[config.mk]
export PLATFORM = sky130hd
export DESIGN_NAME = hamming_secded_block_encoder
export DESIGN_NICKNAME = d
export VERILOG_FILES = /design/src/sv/hse_pkg.sv /design/src/sv/hse_encode.sv /design/src/sv/hse_pack.sv /design/src/sv/hse_out_fifo.sv /design/src/sv/hamming_secded_block_encoder.sv
export SDC_FILE = /design/constraint.sdc
export NUM_CORES = 1
export LEC_CHECK = 0
export BUFFER_PORTS_ARGS = -buffer_cell sky130_fd_sc_hd__buf_2
export CELL_PAD_IN_SITES_DETAIL_PLACEMENT = 1
export CELL_PAD_IN_SITES_GLOBAL_PLACEMENT = 1
export CORE_MARGIN = 2
export CORE_UTILIZATION = 51
export DETAILED_ROUTE_END_ITERATION = 8
export PLACE_DENSITY = 0.85
export SYNTH_ARGS = -nofsm -noshare
export SYNTH_HDL_FRONTEND = slang
export SYNTH_SLANG_ARGS = --single-unit
[constraint.sdc]
create_clock -name clk -period 5.4 [get_ports clk]
set_input_delay 1.08 -clock clk [delete_from_list [all_inputs] [get_ports clk]]
set_output_delay 1.08 -clock clk [all_outputs]
set_load 0.01 [all_outputs]
[src/sv/hse_pkg.sv]
`default_nettype none

package hse_pkg;

    // Code geometry
    localparam int CODE_BITS  = 32;
    localparam int CHECK_BITS = 5;
    localparam int DATA_BITS  = CODE_BITS - CHECK_BITS - 1;
    localparam int BYTE_BITS  = 8;
    localparam int POS_W      = $clog2(CODE_BITS);
    localparam int COUNT_W    = $clog2(DATA_BITS);

    typedef struct packed {
        logic [BYTE_BITS-1:0] data_byte;
        logic                 end_of_data;
    } hse_in_t;

    typedef struct packed {
        logic [CODE_BITS-1:0] codeword;
        logic                 last_word;
    } hse_out_t;

    // Groups handed from the packer to the encoders
    typedef struct packed {
        logic [1:0]           n;
        logic [DATA_BITS-1:0] group0;
        logic                 last0;
        logic [DATA_BITS-1:0] group1;
        logic                 last1;
    } hse_group_push_t;

    // Encoded words pushed into the output queue
    typedef struct packed {
        logic [1:0] n;
        hse_out_t   item0;
        hse_out_t   item1;
    } hse_word_push_t;

    // True where position p carries a check bit (p+1 a power of two)
    function automatic logic hse_is_check(input int p);
        int q;
        q = p + 1;
        return ((q & (q - 1)) == 0) && (q < (1 << CHECK_BITS));
    endfunction

    // Codeword position of the k-th data bit
    function automatic logic [POS_W-1:0] hse_data_pos(input int k);
        int cnt;
        logic [POS_W-1:0] pos;
        cnt = 0;
        pos = '0;
        for (int p = 0; p < CODE_BITS - 1; p++) begin
            if (!hse_is_check(p)) begin
                if (cnt == k) begin
                    pos = POS_W'(p);
                end
                cnt++;
            end
        end
        return pos;
    endfunction

    // Positions covered by check bit i
    function automatic logic [CODE_BITS-2:0] hse_cover(input int i);
        logic [CODE_BITS-2:0] m;
        m = '0;
        for (int p = 0; p < CODE_BITS - 1; p++) begin
            m[p] = 1'((p + 1) >> i);
        end
        return m;
    endfunction

    // True when every check and the overall parity hold
    function automatic logic hse_word_ok(input logic [CODE_BITS-1:0] cw);
        logic ok;
        ok = ~(^cw);
        for (int i = 0; i < CHECK_BITS; i++) begin
            if (^(cw[CODE_BITS-2:0] & hse_cover(i))) begin
                ok = 1'b0;
            end
        end
        return ok;
    endfunction

endpackage

`default_nettype wire

[src/sv/hse_encode.sv]
`default_nettype none

module hse_encode
    import hse_pkg::*;
(
    input  wire logic [DATA_BITS-1:0] group,
    output logic      [CODE_BITS-1:0] codeword
);

    logic [CODE_BITS-1:0] data_word;
    logic [CODE_BITS-1:0] check_word;

    // Scatter the group over the data positions
    always_comb
    begin
        data_word = '0;
        for (int k = 0; k < DATA_BITS; k++) begin
            data_word[hse_data_pos(k)] = group[k];
        end
    end

    // Compute each check bit from the data bits it covers
    always_comb
    begin
        check_word = data_word;
        for (int i = 0; i < CHECK_BITS; i++) begin
            check_word[(1 << i) - 1] = ^(data_word[CODE_BITS-2:0] & hse_cover(i));
        end
    end

    // Add overall parity in the last position
    assign codeword = {^check_word[CODE_BITS-2:0], check_word[CODE_BITS-2:0]};

endmodule

`default_nettype wire

[src/sv/hse_pack.sv]
`default_nettype none

module hse_pack
    import hse_pkg::*;
(
    input  wire logic    clk,
    input  wire logic    rst_n,
    input  wire logic    in_valid,
    output logic         in_ready,
    input  wire hse_in_t in_data,
    input  wire logic    room,
    output hse_group_push_t push
);

    logic                 in_valid_reg;
    hse_in_t              in_reg;
    logic [DATA_BITS-1:0] pending_bits_reg;
    logic [DATA_BITS-1:0] pending_bits_next;
    logic [COUNT_W-1:0]   pending_count_reg;
    logic [COUNT_W-1:0]   pending_count_next;

    logic                           go;
    logic [BYTE_BITS-1:0]           rev_byte;
    logic [DATA_BITS+BYTE_BITS-1:0] combined;
    logic [COUNT_W:0]               total;
    logic                           full;
    logic [DATA_BITS-1:0]           bits_after;
    logic [COUNT_W-1:0]             count_after;
    logic                           partial;

    assign go       = in_valid_reg && room;
    assign in_ready = !in_valid_reg || go;

    // Hold the accepted transaction until the queue has room
    always_ff @(posedge clk or negedge rst_n)
    begin
        if (!rst_n) begin
            in_valid_reg <= 1'b0;
        end else if (in_ready) begin
            in_valid_reg <= in_valid;
        end
    end

    always_ff @(posedge clk)
    begin
        if (in_ready && in_valid) begin
            in_reg <= in_data;
        end
    end

    // Put the byte in stream order, most significant bit first
    always_comb
    begin
        for (int j = 0; j < BYTE_BITS; j++) begin
            rev_byte[j] = in_reg.data_byte[BYTE_BITS-1-j];
        end
    end

    // Append the byte behind the pending bits and cut a full group
    always_comb
    begin
        combined = {{BYTE_BITS{1'b0}}, pending_bits_reg}
                 | ({{DATA_BITS{1'b0}}, rev_byte} << pending_count_reg);
        total    = {1'b0, pending_count_reg} + (COUNT_W+1)'(BYTE_BITS);
        full     = total >= (COUNT_W+1)'(DATA_BITS);
        if (full) begin
            bits_after  = DATA_BITS'(combined >> DATA_BITS);
            count_after = COUNT_W'(total - (COUNT_W+1)'(DATA_BITS));
        end else begin
            bits_after  = combined[DATA_BITS-1:0];
            count_after = total[COUNT_W-1:0];
        end
        partial = in_reg.end_of_data && (count_after != '0);
    end

    // Form up to two groups for the encoders
    always_comb
    begin
        push.n      = go ? (2'(full) + 2'(partial)) : 2'd0;
        push.group0 = full ? combined[DATA_BITS-1:0] : bits_after;
        push.last0  = in_reg.end_of_data && !(full && partial);
        push.group1 = bits_after;
        push.last1  = in_reg.end_of_data;
    end

    // Advance the pending group; drop it at end of data
    always_comb
    begin
        pending_bits_next  = pending_bits_reg;
        pending_count_next = pending_count_reg;
        if (go) begin
            if (in_reg.end_of_data) begin
                pending_bits_next  = '0;
                pending_count_next = '0;
            end else begin
                pending_bits_next  = bits_after;
                pending_count_next = count_after;
            end
        end
    end

    always_ff @(posedge clk or negedge rst_n)
    begin
        if (!rst_n) begin
            pending_bits_reg  <= '0;
            pending_count_reg <= '0;
        end else begin
            pending_bits_reg  <= pending_bits_next;
            pending_count_reg <= pending_count_next;
        end
    end

endmodule

`default_nettype wire

[src/sv/hse_out_fifo.sv]
`default_nettype none

module hse_out_fifo
    import hse_pkg::*;
(
    input  wire logic           clk,
    input  wire logic           rst_n,
    input  wire hse_word_push_t push,
    output logic                room,
    output logic                out_valid,
    input  wire logic           out_ready,
    output hse_out_t            out_data
);

    localparam int DEPTH = 4;
    localparam int PTR_W = $clog2(DEPTH);

    hse_out_t           mem_reg [DEPTH];
    logic [PTR_W-1:0]   wr_ptr_reg;
    logic [PTR_W-1:0]   wr_ptr_next;
    logic [PTR_W-1:0]   rd_ptr_reg;
    logic [PTR_W-1:0]   rd_ptr_next;
    logic [PTR_W:0]     count_reg;
    logic [PTR_W:0]     count_next;
    logic               pop;

    assign out_valid = count_reg != '0;
    assign out_data  = mem_reg[rd_ptr_reg];
    assign pop       = out_valid && out_ready;
    assign room      = count_reg <= (PTR_W+1)'(DEPTH - 2);

    // Write up to two entries per cycle
    always_ff @(posedge clk)
    begin
        if (push.n != 2'd0) begin
            mem_reg[wr_ptr_reg] <= push.item0;
        end
        if (push.n == 2'd2) begin
            mem_reg[wr_ptr_reg + PTR_W'(1)] <= push.item1;
        end
    end

    // Advance pointers and occupancy
    always_comb
    begin
        wr_ptr_next = wr_ptr_reg + PTR_W'(push.n);
        rd_ptr_next = rd_ptr_reg + PTR_W'(pop);
        count_next  = count_reg + (PTR_W+1)'(push.n) - (PTR_W+1)'(pop);
    end

    always_ff @(posedge clk or negedge rst_n)
    begin
        if (!rst_n) begin
            wr_ptr_reg <= '0;
            rd_ptr_reg <= '0;
            count_reg  <= '0;
        end else begin
            wr_ptr_reg <= wr_ptr_next;
            rd_ptr_reg <= rd_ptr_next;
            count_reg  <= count_next;
        end
    end

endmodule

`default_nettype wire

[src/sv/hamming_secded_block_encoder.sv]
// Channel | Direction | Payload    | Handshake
// in      | input     | hse_in_t   | in_valid / in_ready
// out     | output    | hse_out_t  | out_valid / out_ready
//
// One byte is taken per cycle while in_ready is high. A group's closing byte
// waits in the input register, then its codeword enters the four-entry queue.
// A final byte that both closes a group and leaves spare bits yields two
// codewords, which the queue drains one per cycle while out_ready is high.
// Reset empties the input register, the pending group and the output queue.
// in_ready drops while the input register holds a byte and the queue has
// fewer than two free entries.
`default_nettype none

module hamming_secded_block_encoder
    import hse_pkg::*;
(
    input  wire logic     clk,
    input  wire logic     rst_n,
    input  wire logic     in_valid,
    output logic          in_ready,
    input  wire hse_in_t  in_data,
    output logic          out_valid,
    input  wire logic     out_ready,
    output hse_out_t      out_data
);

    hse_group_push_t group_push;
    hse_word_push_t  word_push;
    logic            room;
    logic [CODE_BITS-1:0] codeword0;
    logic [CODE_BITS-1:0] codeword1;

    // Pack bytes into groups
    hse_pack u_pack (
        .clk      (clk),
        .rst_n    (rst_n),
        .in_valid (in_valid),
        .in_ready (in_ready),
        .in_data  (in_data),
        .room     (room),
        .push     (group_push)
    );

    // Encode both candidate groups
    hse_encode u_encode0 (
        .group    (group_push.group0),
        .codeword (codeword0)
    );

    hse_encode u_encode1 (
        .group    (group_push.group1),
        .codeword (codeword1)
    );

    always_comb
    begin
        word_push.n               = group_push.n;
        word_push.item0.codeword  = codeword0;
        word_push.item0.last_word = group_push.last0;
        word_push.item1.codeword  = codeword1;
        word_push.item1.last_word = group_push.last1;
    end

    // Queue codewords toward the output
    hse_out_fifo u_out_fifo (
        .clk       (clk),
        .rst_n     (rst_n),
        .push      (word_push),
        .room      (room),
        .out_valid (out_valid),
        .out_ready (out_ready),
        .out_data  (out_data)
    );

endmodule

`default_nettype wire

==> flow_summary.json <==
{
  "max_freq_ghz": 0.204,
  "setup_viol": 0,
  "cts_resized": 0,
  "status": "completed",
  "tns_ps": 0,
  "synth-edff-count": 141,
  "worstPathMaxFanout": 27,
  "clk_latency_ps": 450,
  "cts_buffers": 17,
  "rsz0062_at_grt": "no",
  "critPathArrivalTime_ps": 5080,
  "nets": 803,
  "start_util_pct": 52.1,
  "grt_pass1_vias": 7183,
  "clock_path_buffers": 2,
  "antenna_left": 0,
  "root_buffer": "clkbuf_16",
  "path_clk_slew_ps": 70,
  "htreeDepth": 4,
  "drc": 0,
  "syn_inst": 741,
  "globalplace.congestion": 0.891,
  "gr-total-overflow": 0,
  "clkSinkCount": 179,
  "crit_path_start_kind": "flop",
  "grt_use_total_pct": 28.3,
  "die_w_um": 140,
  "layout-drive-gt1-share_pct": 22.3,
  "max-slew-margin-rel_pct": 12.0,
  "via_per_inst": 6.40,
  "drv_slew": 0,
  "endpoint_kind": "flop",
  "portBuffers": 47,
  "die_area_sq_um": 19500,
  "min_path_type": "reg2reg",
  "synth.avg_cell_area_sq_um": 12.6,
  "layout_min_cycle_time_ps": 4910,
  "ctsHoldBuffers": 0,
  "tightestPinTransition_ps": 1310,
  "floorplan.core_area_sq_um": 18000,
  "worstRegToRegCells": 11,
  "final-hold-violation-count": 0,
  "antenna_cells": 0,
  "grt_pass1_wl_um": 41800,
  "synthFlopType": "edfxtp_1",
  "vias": 6545,
  "syn-num-nets": 763,
  "critical_path_required_ps": 5580,
  "core.rowCount": 49,
  "wl_per_cell_um": 25.8,
  "yosysWarnings": 0,
  "fin_crit_sh_pct": 90.9,
  "synth.distinct_cells": 67,
  "fin_worst_skew_ps": 7.18,
  "drtIter0Drc": 536,
  "cts_setup_buffers": 0,
  "wl_um": 26400,
  "dp_hpwl_um": 17000,
  "largest_register_ffs": 132,
  "grt_max_degree": 39,
  "antenna_found_initial": 0,
  "synthToLayoutAreaGrowth_pct": 11.3,
  "ioPinCount": 48,
  "cts_tree": "built",
  "dieHeight_um": 140,
  "critical_path_class": "reg2reg",
  "ys_ff_latch": 179,
  "syn_area_sq_um": 9370,
  "holdPathStages": 2,
  "drv_cap": 0,
  "synthArstFlopShare_pct": 21.2,
  "drt_first_pass_iters": 5,
  "ys_seq_area_share_pct": 55.4
}
cells by family (layout without fill, tap and decap cells):
kind of cell,Yosys count,after routing,share of synthesized area [%]
and+or+nand+nor,210,210,9.91
xor gates and xnor gates,66,66,7.64
AOI/OAI and AO/OA,169,169,12.7
adders and majority gates,9,9,1.28
buffers and inverters,59,112,2.83
DFF,179,179,55.4
muxes,49,49,10.3
through the flow:
stage | hold slack [ps] | utilization, % | cells | setup WS [ps] | cell area (sq um)
3_5_place_dp | 479 | 54.9 | 991 | 586 | 9860
6_report | 496 | 58.0 | 1023 | 493 | 10400
2_1_floorplan | 449 | - | 741 | 642 | 9370
3_3_place_gp | 466 | 54.9 | 991 | 913 | 9860
4_1_cts | 488 | 58.0 | 1023 | 578 | 10400
5_1_grt | 527 | 58.0 | 1023 | 171 | 10400
synth_stat cells, types with 10 or more instances:
library cell,number,area [sq um]
clkbuf_1,33,124
xnor2_1,38,333
mux4_2,35,788
edfxtp_1,141,4230
nor2_1,99,372
nand2_1,65,244
o22ai_1,32,200
xor2_1,14,123
dfrtp_1,38,951
nor2b_1,10,62.6
inv_1,10,37.5
o21ai_0,41,205
a21oi_1,32,160
area by class of cell:
type | count | area, sq um
fill | 1803 | 7540
sequential | 179 | 5190
multi-input combinational | 503 | 3950
clock buffer | 17 | 425
timing repair buffer | 68 | 393
tap | 229 | 287
clock inverter | 15 | 145
inverter | 12 | 46.3
worst max-delay path, cell delays in order, from the launching register on:
cell and delay, ps:
dfrtp_1 1020, mux2i_4 420, nor3_1 80, a311oi_1 1030
xnor2_1 350, xnor2_2 410, nor2_1 90, a21o_1 220
a2111oi_4 410, xnor2_2 180, xnor2_2 280, o21ai_1 140
layer usage:
metal / track usage (%) / vias up / share of wire [%]
met1: 36.6 / 3404 / 40
li1: - / 2841 / -
met2: 47.9 / 242 / 51
met5: 0 / - / 0
met4: 11.1 / 0 / 2.9
met3: 5.06 / 58 / 6.2
final timing paths:
check	startpoint	end	slack (ps)
max	u_pack.pending_count_reg[1]	u_out_fifo.mem_reg[0][32]	490
min	u_pack.pending_bits_reg[4]	u_pack.pending_bits_reg[4]	500
max reg2reg	u_pack.pending_count_reg[1]	u_out_fifo.mem_reg[0][32]	490
min reg2reg	u_pack.pending_bits_reg[4]	u_pack.pending_bits_reg[4]	500
max in group asynchronous	rst_n	u_out_fifo.rd_ptr_reg[0]	3990
min in group asynchronous	rst_n	u_out_fifo.count_reg[2]	780
placed cells by master (no fill, tap or decap), types with 7 or more instances in the layout:
master,instances
o22ai_1,32
edfxtp_1,141
nor2_1,98
xnor2_1,38
mux2_2,7
mux4_2,35
xor2_1,14
inv_1,10
dfrtp_1,37
nor2b_1,10
o21ai_1,8
clkbuf_16,17
o21ai_0,41
a21oi_1,30
ha_1,8
buf_2,47
a22o_1,9
xnor2_2,7
nor3_1,7
buf_4,21
nand2_1,65
Power is left out: the tool's default activity adds up to more than one toggle a clock period on the data nets, which glitch-free logic cannot reach.
